==> config.mk <==
export PLATFORM = sky130hd
export DESIGN_NAME = ring_of_writes_offset_lookup
export DESIGN_NICKNAME = d
export VERILOG_FILES = /design/src/design/rowol_pkg.sv /design/src/design/rowol_front.sv /design/src/design/rowol_cmd_queue.sv /design/src/design/rowol_back.sv /design/src/design/ring_of_writes_offset_lookup.sv
export SDC_FILE = /design/constraint.sdc
export NUM_CORES = 1
export LEC_CHECK = 0
export ABC_AREA = 1
export BUFFER_PORTS_ARGS = -buffer_cell sky130_fd_sc_hd__buf_2
export CORE_ASPECT_RATIO = 1.25
export CORE_MARGIN = 5
export CORE_UTILIZATION = 40
export DETAILED_ROUTE_END_ITERATION = 8
export GPL_TIMING_DRIVEN = 0
export SLEW_MARGIN = 20
export SYNTH_ARGS = -nofsm -noshare
export SYNTH_HDL_FRONTEND = slang
export SYNTH_HIERARCHICAL = 1
export SYNTH_SLANG_ARGS = --single-unit
==> constraint.sdc <==
create_clock -name clk -period 9.05 [get_ports clk]
set_clock_uncertainty 0.05 [all_clocks]
set_input_delay 0.905 -clock clk [delete_from_list [all_inputs] [get_ports clk]]
set_output_delay 0.905 -clock clk [all_outputs]
set_load 0.02 [all_outputs]
==> src/design/rowol_pkg.sv <==
// ----------------------------------------------------------------------------
// rowol_pkg: shared types for the write-record ring
// Request, response and internal command formats, queue status and the
// back-end sequencer states.
// ----------------------------------------------------------------------------
package rowol_pkg;

	localparam int HANDLE_W = 32;
	localparam int BYTES_W  = 16;
	localparam int POS_W    = 20;

	typedef enum logic {
		OP_ADD  = 1'b0,
		OP_FIND = 1'b1
	} op_t;

	typedef struct packed {
		logic                req_type;
		logic [HANDLE_W-1:0] entry_handle;
		logic [BYTES_W-1:0]  entry_bytes;
		logic [POS_W-1:0]    char_position;
	} req_t;

	typedef struct packed {
		logic                found;
		logic [HANDLE_W-1:0] hit_handle;
		logic [BYTES_W-1:0]  hit_bytes;
		logic [BYTES_W-1:0]  byte_within;
	} rsp_t;

	typedef struct packed {
		op_t                 op;
		logic [HANDLE_W-1:0] handle;
		logic [BYTES_W-1:0]  bytes;
		logic [POS_W-1:0]    pos;
	} cmd_t;

	typedef struct packed {
		logic full;
		logic empty;
	} q_stat_t;

	typedef enum logic {
		BK_IDLE = 1'b0,
		BK_WALK = 1'b1
	} back_st_t;

endpackage

==> src/design/rowol_front.sv <==
// ----------------------------------------------------------------------------
// rowol_front: request intake
// Captures one request transaction, decodes its kind and hands it to the
// command queue as soon as the queue has room.
// ----------------------------------------------------------------------------
module rowol_front (
	input  logic               clk,
	input  logic               arst_n,
	input  logic               start,
	input  rowol_pkg::req_t    req,
	output logic               busy,
	input  rowol_pkg::q_stat_t q_stat,
	output logic               push,
	output rowol_pkg::cmd_t    push_cmd
);

	logic            fr_vld_q;
	rowol_pkg::cmd_t fr_cmd_q;
	rowol_pkg::cmd_t dec_cmd;
	logic            accept;

	always_comb begin
		dec_cmd.handle = req.entry_handle;
		dec_cmd.bytes  = req.entry_bytes;
		dec_cmd.pos    = req.char_position;
		unique case (req.req_type)
			rowol_pkg::OP_ADD:  dec_cmd.op = rowol_pkg::OP_ADD;
			rowol_pkg::OP_FIND: dec_cmd.op = rowol_pkg::OP_FIND;
			default:            dec_cmd.op = rowol_pkg::OP_ADD;
		endcase
	end

	assign busy     = fr_vld_q && q_stat.full;
	assign push     = fr_vld_q && !q_stat.full;
	assign accept   = start && !busy;
	assign push_cmd = fr_cmd_q;

	always_ff @(posedge clk or negedge arst_n) begin
		if (!arst_n) begin
			fr_vld_q <= 1'b0;
		end else if (accept) begin
			fr_vld_q <= 1'b1;
		end else if (push) begin
			fr_vld_q <= 1'b0;
		end
	end

	always_ff @(posedge clk) begin
		if (accept) begin
			fr_cmd_q <= dec_cmd;
		end
	end

endmodule

==> src/design/rowol_cmd_queue.sv <==
// ----------------------------------------------------------------------------
// rowol_cmd_queue: two-entry command queue
// Decouples request intake from command execution and keeps order.
// ----------------------------------------------------------------------------
module rowol_cmd_queue (
	input  logic               clk,
	input  logic               arst_n,
	input  logic               push,
	input  rowol_pkg::cmd_t    push_cmd,
	input  logic               pop,
	output rowol_pkg::cmd_t    head,
	output rowol_pkg::q_stat_t q_stat
);

	rowol_pkg::cmd_t ent_q [2];
	logic            wr_ptr_q;
	logic            rd_ptr_q;
	logic [1:0]      cnt_q;
	logic            do_push;
	logic            do_pop;

	assign q_stat.full  = (cnt_q == 2'd2);
	assign q_stat.empty = (cnt_q == 2'd0);
	assign do_push      = push && !q_stat.full;
	assign do_pop       = pop && !q_stat.empty;
	assign head         = ent_q[rd_ptr_q];

	always_ff @(posedge clk or negedge arst_n) begin
		if (!arst_n) begin
			wr_ptr_q <= 1'b0;
			rd_ptr_q <= 1'b0;
			cnt_q    <= 2'd0;
		end else begin
			if (do_push) begin
				wr_ptr_q <= ~wr_ptr_q;
			end
			if (do_pop) begin
				rd_ptr_q <= ~rd_ptr_q;
			end
			if (do_push && !do_pop) begin
				cnt_q <= cnt_q + 2'd1;
			end else if (do_pop && !do_push) begin
				cnt_q <= cnt_q - 2'd1;
			end
		end
	end

	always_ff @(posedge clk) begin
		if (do_push) begin
			ent_q[wr_ptr_q] <= push_cmd;
		end
	end

endmodule

==> src/design/rowol_back.sv <==
// ----------------------------------------------------------------------------
// rowol_back: command execution
// Owns the record memory and ring indices. Adds are written as they are popped;
// finds stream the records out of memory one per cycle and accumulate sizes.
// ----------------------------------------------------------------------------
module rowol_back #(
	parameter int DEPTH = 16
) (
	input  logic               clk,
	input  logic               arst_n,
	input  rowol_pkg::cmd_t    head,
	input  rowol_pkg::q_stat_t q_stat,
	output logic               pop,
	output logic               rsp_valid,
	output rowol_pkg::rsp_t    rsp
);

	localparam int IW = $clog2(DEPTH);
	localparam int CW = $clog2(DEPTH + 1);
	// Wide enough for the total size of a full ring and for any position.
	localparam int SW = (IW + rowol_pkg::BYTES_W > rowol_pkg::POS_W) ?
		IW + rowol_pkg::BYTES_W : rowol_pkg::POS_W;
	localparam logic [IW-1:0] LAST_IDX = IW'(DEPTH - 1);

	logic [rowol_pkg::HANDLE_W-1:0] mem_handle [DEPTH];
	logic [rowol_pkg::BYTES_W-1:0]  mem_size   [DEPTH];

	rowol_pkg::back_st_t state_q, state_d;

	logic [IW-1:0] wr_idx_q, rd_idx_q, addr_q;
	logic          full_q;
	logic [CW-1:0] limit_q, issued_q, checked_q, lim_new, chk_nxt;
	logic [SW-1:0] sum_q, sum_nxt, pos_ext, diff;
	logic [rowol_pkg::POS_W-1:0] pos_q;

	logic [rowol_pkg::HANDLE_W-1:0] rd_handle_s1;
	logic [rowol_pkg::BYTES_W-1:0]  rd_size_s1;
	logic                           rd_vld_s1;

	logic do_add, start_find, rd_en, fin, hit;
	logic [IW-1:0] wr_nxt, rd_nxt;

	rowol_pkg::rsp_t rsp_q;
	logic            rsp_valid_q;

	function automatic logic [IW-1:0] ring_next(input logic [IW-1:0] i);
		ring_next = (i == LAST_IDX) ? '0 : i + IW'(1);
	endfunction

	assign wr_nxt  = ring_next(wr_idx_q);
	assign rd_nxt  = ring_next(rd_idx_q);
	assign lim_new = full_q ? CW'(DEPTH) : CW'(wr_idx_q);
	assign chk_nxt = checked_q + CW'(1);
	assign pos_ext = SW'(pos_q);
	assign sum_nxt = sum_q + SW'(rd_size_s1);
	assign diff    = pos_ext - sum_q;
	assign hit     = pos_ext < sum_nxt;

	always_comb begin
		pop        = 1'b0;
		do_add     = 1'b0;
		start_find = 1'b0;
		rd_en      = 1'b0;
		fin        = 1'b0;
		unique case (state_q)
			rowol_pkg::BK_IDLE: begin
				if (!q_stat.empty) begin
					pop = 1'b1;
					if (head.op == rowol_pkg::OP_ADD) begin
						do_add = 1'b1;
					end else begin
						start_find = 1'b1;
					end
				end
			end
			rowol_pkg::BK_WALK: begin
				fin   = rd_vld_s1 && (hit || chk_nxt == limit_q);
				rd_en = (issued_q != limit_q) && !fin;
			end
			default: begin
				pop = 1'b0;
			end
		endcase
	end

	always_comb begin
		state_d = state_q;
		unique case (state_q)
			rowol_pkg::BK_IDLE: begin
				if (start_find && lim_new != '0) begin
					state_d = rowol_pkg::BK_WALK;
				end
			end
			rowol_pkg::BK_WALK: begin
				if (fin) begin
					state_d = rowol_pkg::BK_IDLE;
				end
			end
			default: state_d = rowol_pkg::BK_IDLE;
		endcase
	end

	always_ff @(posedge clk or negedge arst_n) begin
		if (!arst_n) begin
			state_q     <= rowol_pkg::BK_IDLE;
			wr_idx_q    <= '0;
			rd_idx_q    <= '0;
			full_q      <= 1'b0;
			rd_vld_s1   <= 1'b0;
			rsp_valid_q <= 1'b0;
		end else begin
			state_q     <= state_d;
			rd_vld_s1   <= rd_en;
			rsp_valid_q <= (start_find && lim_new == '0) || fin;
			if (do_add) begin
				wr_idx_q <= wr_nxt;
				if (full_q) begin
					rd_idx_q <= rd_nxt;
				end
				full_q <= (wr_nxt == (full_q ? rd_nxt : rd_idx_q));
			end
		end
	end

	// Record memory: one write port for adds, one registered read port for finds.
	always_ff @(posedge clk) begin
		if (do_add) begin
			mem_handle[wr_idx_q] <= head.handle;
			mem_size[wr_idx_q]   <= head.bytes;
		end
		if (rd_en) begin
			rd_handle_s1 <= mem_handle[addr_q];
			rd_size_s1   <= mem_size[addr_q];
		end
	end

	always_ff @(posedge clk) begin
		if (start_find) begin
			pos_q     <= head.pos;
			limit_q   <= lim_new;
			addr_q    <= rd_idx_q;
			issued_q  <= '0;
			checked_q <= '0;
			sum_q     <= '0;
		end else begin
			if (rd_en) begin
				addr_q   <= ring_next(addr_q);
				issued_q <= issued_q + CW'(1);
			end
			if (state_q == rowol_pkg::BK_WALK && rd_vld_s1) begin
				checked_q <= chk_nxt;
				sum_q     <= sum_nxt;
			end
		end
	end

	always_ff @(posedge clk) begin
		if (fin && hit) begin
			rsp_q.found       <= 1'b1;
			rsp_q.hit_handle  <= rd_handle_s1;
			rsp_q.hit_bytes   <= rd_size_s1;
			rsp_q.byte_within <= diff[rowol_pkg::BYTES_W-1:0];
		end else if (fin || start_find) begin
			rsp_q <= '0;
		end
	end

	assign rsp_valid = rsp_valid_q;
	assign rsp       = rsp_q;

endmodule

==> src/design/ring_of_writes_offset_lookup.sv <==
// ----------------------------------------------------------------------------
// ring_of_writes_offset_lookup: ring of write records with offset lookup
// Stores DEPTH (handle, size) records, overwriting the oldest when full, and
// maps a character offset to the record that holds it.
// ----------------------------------------------------------------------------
//
//   Channel    Handshake            Payload   Direction
//   request    start & !busy        req       in
//   response   rsp_valid (1 cycle)  rsp       out
//
// An add transaction passes through the intake register and the command queue
// and is written to the record memory when it reaches the head of the queue
// while the back end is idle; it gives no response. A find transaction walks
// the stored records at one per cycle from the single registered read port of
// the record memory and visits at most DEPTH records before it responds. An
// empty ring answers without a walk. Commands execute strictly in order.
// Reset clears the ring indices, the full flag and all handshake state; the
// record memory holds no reset value and is only read where written.
// busy rises when the intake register and the two-entry queue are all
// occupied; the response side cannot stall, so each response is shown for
// exactly one cycle.
// ----------------------------------------------------------------------------
module ring_of_writes_offset_lookup #(
	parameter int DEPTH = 16
) (
	input  logic            clk,
	input  logic            arst_n,
	input  logic            start,
	input  rowol_pkg::req_t req,
	output logic            busy,
	output logic            rsp_valid,
	output rowol_pkg::rsp_t rsp
);

	// Control status between the queue and both ends.
	rowol_pkg::q_stat_t q_stat;
	rowol_pkg::cmd_t    push_cmd;
	rowol_pkg::cmd_t    head;
	logic               push;
	logic               pop;

	// The front end registers and decodes each request transaction.
	rowol_front u_front (
		.clk      (clk),
		.arst_n   (arst_n),
		.start    (start),
		.req      (req),
		.busy     (busy),
		.q_stat   (q_stat),
		.push     (push),
		.push_cmd (push_cmd)
	);

	// The queue lets intake keep accepting while a long find is walking.
	rowol_cmd_queue u_queue (
		.clk      (clk),
		.arst_n   (arst_n),
		.push     (push),
		.push_cmd (push_cmd),
		.pop      (pop),
		.head     (head),
		.q_stat   (q_stat)
	);

	// The back end owns the record memory and produces find responses.
	rowol_back #(
		.DEPTH (DEPTH)
	) u_back (
		.clk       (clk),
		.arst_n    (arst_n),
		.head      (head),
		.q_stat    (q_stat),
		.pop       (pop),
		.rsp_valid (rsp_valid),
		.rsp       (rsp)
	);

	// Intake can only be blocked by a full queue.
	a_busy_needs_full: assert property (@(posedge clk) disable iff (!arst_n)
		busy |-> q_stat.full)
		else $error("busy asserted while the command queue has room");

	// The queue can never report full and empty together.
	a_queue_status: assert property (@(posedge clk) disable iff (!arst_n)
		!(q_stat.full && q_stat.empty))
		else $error("command queue reports full and empty at once");

	// A miss carries all-zero payload fields.
	a_miss_zero: assert property (@(posedge clk) disable iff (!arst_n)
		(rsp_valid && !rsp.found) |->
		(rsp.hit_handle == '0 && rsp.hit_bytes == '0 && rsp.byte_within == '0))
		else $error("not-found response with nonzero payload");

	// A hit always lies inside the record it names.
	a_hit_inside: assert property (@(posedge clk) disable iff (!arst_n)
		(rsp_valid && rsp.found) |-> (rsp.byte_within < rsp.hit_bytes))
		else $error("hit offset lies outside its record");

endmodule

==> results of run 1 <==
==> cells in the mapped netlist, types with 2 or more instances <==
| master | instances |
|---|---|
| o21ai_1 | 14 |
| ha_1 | 59 |
| o21ai_0 | 281 |
| o21ai_2 | 3 |
| buf_8 | 6 |
| nor3_1 | 9 |
| buf_4 | 20 |
| or2_2 | 6 |
| nor2_2 | 2 |
| dfxtp_1 | 31 |
| dfrtp_1 | 17 |
| nor2_1 | 118 |
| o21bai_1 | 5 |
| edfxtp_1 | 1116 |
| a21oi_1 | 244 |
| nand3_1 | 89 |
| xor2_1 | 24 |
| o22ai_1 | 2 |
| o21a_1 | 3 |
| o211ai_1 | 199 |
| nor4_1 | 3 |
| buf_6 | 10 |
| xnor2_1 | 3 |
| clkbuf_1 | 75 |
| buf_1 | 12 |
| inv_1 | 380 |
| nand2_1 | 450 |
| mux2i_1 | 192 |
| fa_1 | 2 |
| buf_2 | 49 |
| a21o_1 | 3 |
| nand3b_1 | 5 |
| and2_1 | 9 |
| nand4_1 | 12 |
==> sequential cells by signal, indices dropped and copies added, names as in the netlist, 2 cells and up <==
name                 flops
u_back/addr_q            4
u_back/checked_q         5
u_back/issued_q          5
u_back/limit_q           5
u_back/mem_handle      512
u_back/mem_size        256
u_back/pos_ext          20
u_back/rd_handle_s1     32
u_back/rd_idx_q          4
u_back/rd_size_s1       16
u_back/rsp              65
u_back/sum_q            20
u_back/wr_idx_q          4
u_front/push_cmd        69
u_queue/cnt_q            2
u_queue/ent_q          138
==> cell families after synthesis <==
| kind of cell | count (synthesis) |
|---|---|
| DFF | 1164 |
| AOI/OAI and AO/OA | 759 |
| and+or+nand+nor | 710 |
| buffers and inverters | 555 |
| muxes | 192 |
| adders and majority gates | 61 |
| xor gates and xnor gates | 27 |
==> through the flow <==
stage	TNS (ps)	instance area, um2	hold slack [ps]
finish	0	54900	73.2
global route	0	54900	79.6
CTS	0	54900	28.2
detailed placement	0	51200	380
global placement	-175380	49800	376
floorplan	0	47200	371
==> where the power goes <==
group          switching, mW  internal [mW]
Clock                   2.04           2.69
Sequential             0.362           7.69
Combinational           5.62           2.16
Total                   8.02           12.5
==> layer usage <==
metal  vias to the layer above  track usage
li1                      13200            -
met1                     14100        0.255
met2                      1130        0.345
met3                       287       0.0402
met4                         2       0.0946
met5                         -            0
==> worst max-delay path: stages (launching register included) <==
cell	delay, ps
edfxtp_1	450
ha_1	380
nand2_1	130
nor2_1	180
nand4_1	90
o21ai_0	550
nand2_1	170
nand2_1	100
nand2_1	60
and2_1	160
ha_1	280
nand2_1	60
nor2_1	220
nand2_1	150
nor2_1	130
nand2_1	120
nand3_1	130
a21oi_1	90
nor2_1	360
inv_4	320
buf_12	270
==> cell type report <==
class / count / area (um2)
fillers: 10200 / 61900
clock inverters: 75 / 851
inverters: 383 / 1450
well taps: 1562 / 1950
diodes: 2 / 5.00
repair buffers: 206 / 1970
clock buffers: 131 / 2870
plain buffers: 172 / 925
multi-input cells: 1749 / 10400
flip-flops and latches: 1164 / 34600
==> cells in the final DEF (no fill, tap or decap), types with 42 or more instances in the layout <==
cell type,Yosys,layout
edfxtp_1,1116,1116
nand2_1,450,450
inv_1,380,377
o21ai_0,281,281
a21oi_1,244,243
o211ai_1,199,199
mux2i_1,192,192
buf_2,49,187
clkbuf_16,0,111
nor2_1,118,104
clkbuf_1,75,93
nand3_1,89,89
ha_1,59,59
buf_4,20,42
==> worst max path at each step <==
stage / to / cells after the start / start / slack, ps
final: u_back/rsp[44]$_SDFFCE_PN0P_ / 20 / u_back/rd_size_s1[8]$_DFFE_PP_ / 4290
after global placement: u_back/mem_handle[11][9]$_DFFE_PP_ / 8 / u_queue/rd_ptr_q$_DFFE_PN0P_ / -1420
after global routing: u_back/rsp[44]$_SDFFCE_PN0P_ / 20 / u_back/rd_size_s1[8]$_DFFE_PP_ / 3920
after floorplan: u_back/mem_handle[3][0]$_DFFE_PP_ / 8 / u_queue/rd_ptr_q$_DFFE_PN0P_ / 3900
after detailed placement: u_back/rsp[41]$_SDFFCE_PN0P_ / 20 / u_back/rd_size_s1[8]$_DFFE_PP_ / 4280
after CTS: u_back/rsp[44]$_SDFFCE_PN0P_ / 20 / u_back/rd_size_s1[8]$_DFFE_PP_ / 4240
==> flow_summary.toml, run 1 <==
[status]
status = "complete, no violations"

[power_and_ir_drop]
p_leak_nw = 20.6
powerDensity_nw_per_um2 = 374
power_mw = 20.6
max-vdd-ir-drop_v = 0.000217

[cts]
htreeDepth = 3
ctsResizeCount = 0
ctsRootBufferMaster = "clkbuf_16"
clock_tree.buffer_depth = 3
cts_buffers = 111
clk-insertion-delay-late_ps = 730
cts_setup_buffers = 0
worst_setup_hold_path_clk_slew_ps = 70
clock_sink_count = 1164
cts_tree = "done"
cts_hold_buf = 0

[layout]
layout-area-overhead-vs-synth_pct = 16.5
postLayoutCoreUtil = 0.470
finished_layout_cells = 5444
proportion_of_layout_cells_with_a_drive_suffix_above_1 = 0.130
nets = 3920

[grt]
grt_pass1_vias = 28100
pin_count_of_the_biggest_net_entering_global_routing = 45
number_of_antenna_violations_at_the_first_check_in_global_routing = 2
gr-total-overflow = 0
gr-usage-all-layers = 0.205
grt_first_pass_wirelength_mm = 186

[synth]
yosys-mux-area-fraction = 0.0408
synthesis.instances = 3468
synth-async-reset-ratio = 0.0146
synth_xor_xnor_area_share = 0.00502
synth_nets = 3601
combinational_family_with_the_most_area_after_synthesis = "compound AO/OA/AOI/OAI gates"
synth_adder_area_share = 0.0165
synthesis_stage_register_bit_count = 1164
netlist-cell-type-count = 49
synthesis.area_um2 = 47200
synth_top_cell_by_area = "edfxtp_1"
share_of_the_yosys_chip_area_belonging_to_registers = 0.733
synth_simple_gate_area_frac = 0.0623
synth_top_flop_cell = "edfxtp_1"
synth_compound_gate_area_share = 0.0924
synth.yosys.warnings = 6
synth_top_cells_by_area = "edfxtp_1 71%, mux2i_1 4.1%, nand2_1 3.6%"
synth-edff-count = 1116
avgSynthCellArea_um2 = 13.6
synthDominantCellAreaShare = 0.711

[sta]
final_min_period_over_clock_period = 0.526
drv_slew = 0
setup_repair_after_global_routing_missed_its_margin = "false"
timing.final.hold_violations = 0
finalWorstSetupSlack_ps = 4290
timing.slew.headroom = 0.195
highest_clock_frequency_the_design_can_meet_ghz = 0.210
layout_min_cycle_time_ps = 4760
timing_worst_slew_pin_value_ps = 1210
finalSetupViolations = 0

[setup_path]
critical_path.max_fanout = 33
worst_r2r_dst = "u_back/rsp[44]$_SDFFCE_PN0P_"
cp-start-kind = "flop"
timing_worst_setup_path_type = "reg -> reg"
crit-reg2reg-launch = "u_back/rd_size_s1[8]$_DFFE_PP_"
worst-endpoint-required_ps = 9460
cp_data_arrival_time_ps = 5170
reg2reg_setup_slack_ps = 4290
reg2reg_depth = 20
worstSetupEndpointType = "flop"

[route]
postRouteWirelength_mm = 130
post_detailed_route_wirelength_per_cell_um = 23.9
ant_nets = 0
detail_route.drc_violations = 0
met1Wirelength_mm = 50.0
detailroute.wirelength.met2_mm = 63.7
first_pass_drt_iterations = 5
post_drt_via_cell_ratio = 5.27
highest_layer = "met5"
dr_total_vias = 28700
initialDrtViolationCount = 2503
dr_wl_met3_mm = 10.2

[min_path]
min-delay-path-class = "in -> async"

[place]
preCtsSetupSlack_ps = 4280
gp_congestion = 0.850
buffer_ports.inserted = 138
detailed_place_hpwl_mm = 89.4
dpl.cell_count = 5236

[job]
cap_violations = 0

[floorplan]
core_area_um2 = 117000
die_area_um2 = 125000
boundaryPins = 139
die_height_um = 394
die_width_um = 317
num_rows = 140
initial_standard_cell_utilization_of_the_core = 0.404
Power figures use the tool's default switching activity.
==> inputs of run 2 (changes only) <==
- clock period: 9.05 -> 4.87 ns (I/O delays scaled with it)
==> flow_summary.toml, run 2 (synthesis results as in run 1) <==
[grt]
grt_pass1_vias = 28400
gr-total-overflow = 0
pin_count_of_the_biggest_net_entering_global_routing = 45
met3_usage = 0.0400
grt_most_used_layer = "met2"
number_of_antenna_violations_at_the_first_check_in_global_routing = 2
globalRouteMet1Util = 0.255
grt_first_pass_wirelength_mm = 187
gr-usage-all-layers = 0.206
use_met2 = 0.348

[route]
initialDrtViolationCount = 2468
dr_total_vias = 29000
post_drt_via_cell_ratio = 5.26
postRouteWirelength_mm = 131
detail_route.drc_violations = 0
post_detailed_route_wirelength_per_cell_um = 23.7
first_pass_drt_iterations = 6
ant_nets = 0

[sta]
final_min_period_over_clock_period = 0.941
timing_worst_slew_pin_value_ps = 1200
timing.final.hold_violations = 0
timing.slew.headroom = 0.198
drv_slew = 0
setup_repair_after_global_routing_missed_its_margin = "true"
timing.setup.tns_ps = 0
highest_clock_frequency_the_design_can_meet_ghz = 0.218
layout_min_cycle_time_ps = 4580
finalSetupViolations = 0

[setup_path]
timing_worst_setup_path_type = "reg -> reg"
path_common_cell = "nand2_1"
worstSetupEndpointType = "flop"
worst-endpoint-required_ps = 5220
cp-start-kind = "flop"
crit_path_max_incr_delay_ps = 420
worst_path_max_delay_cell = "fa_1"
worst_r2r_dst = "u_back/rd_handle_s1[16]$_DFFE_PP_"
critPathTopFamily = "simple AND/OR/NAND/NOR gates"
path_buf_inv = 3
critical_path.max_fanout = 37
reg2reg_setup_slack_ps = 290
reg2reg_depth = 23
cp_data_arrival_time_ps = 4930
crit-reg2reg-launch = "u_back/sum_q[0]$_SDFFE_PP0P_"
crit_chain = "ha_1, inv_1, fa_1, nand3b_1, nand2_1, a21boi_1, o21ai_2, nand3_1, nand2_1, nand2_1, and2_1, ha_1, nand2_1, nor2_1, nand2_1, nor2_1, nand2_1, nand3_1, nand2_1, nand2_4, nand3_4, inv_6, buf_12"

[place]
buffer_ports.inserted = 138
dpl.cell_count = 5236
gp_congestion = 0.850
dpl-instance-area_um2 = 51200
detailed_place_hpwl_mm = 89.4

[layout]
finished_layout_cells = 5516
top_regs = "u_back/mem_handle x512, u_back/mem_size x256, u_queue/ent_q x138"
nets = 3992
max_flop_register = "u_back/mem_handle"
proportion_of_layout_cells_with_a_drive_suffix_above_1 = 0.128
layout_commonest_cell = "edfxtp_1"
flip_flop_count_of_the_largest_register_after_layout = 512
finalInstanceArea_um2 = 55700
layout-area-overhead-vs-synth_pct = 18.1
postLayoutCoreUtil = 0.477
layout.cells.most_common_list = "1116 x edfxtp_1, 450 x nand2_1, 377 x inv_1, 280 x o21ai_0, 243 x a21oi_1"

[cts]
worst_setup_hold_path_clk_slew_ps = 70
cts_setup_buffers = 0
clock_sink_count = 1164
clk-insertion-delay-late_ps = 730
ctsRootBufferMaster = "clkbuf_16"
htreeDepth = 3
cts_tree = "done"
clock_tree.buffer_depth = 3
cts_buffers = 111

[floorplan]
die_height_um = 394
die_area_um2 = 125000
initial_standard_cell_utilization_of_the_core = 0.404
boundaryPins = 139
num_rows = 140
core_area_um2 = 117000
die_width_um = 317

[status]
status = "complete, no violations"

[power_and_ir_drop]
p_leak_nw = 20.9
powerDensity_nw_per_um2 = 688
max-vdd-ir-drop_v = 0.000404

[min_path]
min-delay-path-class = "in -> async"

[job]
cap_violations = 0
run 2: cell types whose count changed in the layout (fill, tap and decap cells not counted):
cell	before	now
dlygate4sd3_1	0	71
bufinv_16	14	15
nor2_1	104	103
inv_6	7	9
o21ai_0	281	280
nor2_4	14	15
o21ai_1	14	15
inv_4	4	2
run 2: layout make-up:
class	instances	area (um2)
antenna	2	5.00
buffer	172	925
clock buffer	131	2870
clock inverter	75	851
fill	10100	61100
inverter	383	1470
multi-input combinational	1749	10400
sequential	1164	34600
tap	1562	1950
timing repair buffer	277	2680
timing repair inverter	1	8.76
run 2: how the worst max path moves through the flow:
stage | depth (start not counted) | endpoint | start | slack (ps)
floorplan | 8 | u_back/mem_handle[3][0]$_DFFE_PP_ | u_queue/rd_ptr_q$_DFFE_PN0P_ | -280
global placement | 8 | u_back/mem_handle[11][9]$_DFFE_PP_ | u_queue/rd_ptr_q$_DFFE_PN0P_ | -5600
detailed placement | 20 | u_back/rsp[41]$_SDFFCE_PN0P_ | u_back/rd_size_s1[8]$_DFFE_PP_ | 100
CTS | 20 | u_back/rsp[44]$_SDFFCE_PN0P_ | u_back/rd_size_s1[8]$_DFFE_PP_ | 60
global route | 22 | u_back/rsp[44]$_SDFFCE_PN0P_ | u_back/rd_size_s1[0]$_DFFE_PP_ | -20
finish | 23 | u_back/rd_handle_s1[16]$_DFFE_PP_ | u_back/sum_q[0]$_SDFFE_PP0P_ | 290
run 2: metrics by stage:
stage	hold slack (ps)	power (mW)	setup slack (ps)
after floorplan	141	23.7	-279
after global placement	376	29.1	-5600
after detailed placement	380	29.5	95.7
after CTS	156	38.4	64.8
after global routing	229	40.3	-16.9
final	195	38.3	289
run 2: what timing repair did:
action                                  in CTS  in global routing
endpoints found under the setup margin       0                 80
hold endpoints to repair                    87                  0
resized for setup                            0                  8
hold buffers                                71                  0
run 2: power by group:
part	internal, mW	leakage [nW]	switching, mW
sequential	14.3	10.7	0.670
clock	5.00	1.82	3.79
combinational	4.10	8.37	10.5
run 2: metal layers:
layer  up-vias  wire (um)
li1      13300          -
met5         -         20
met4         2       6070
met2      1154      64100
met3       284       9860
met1     14200      50600
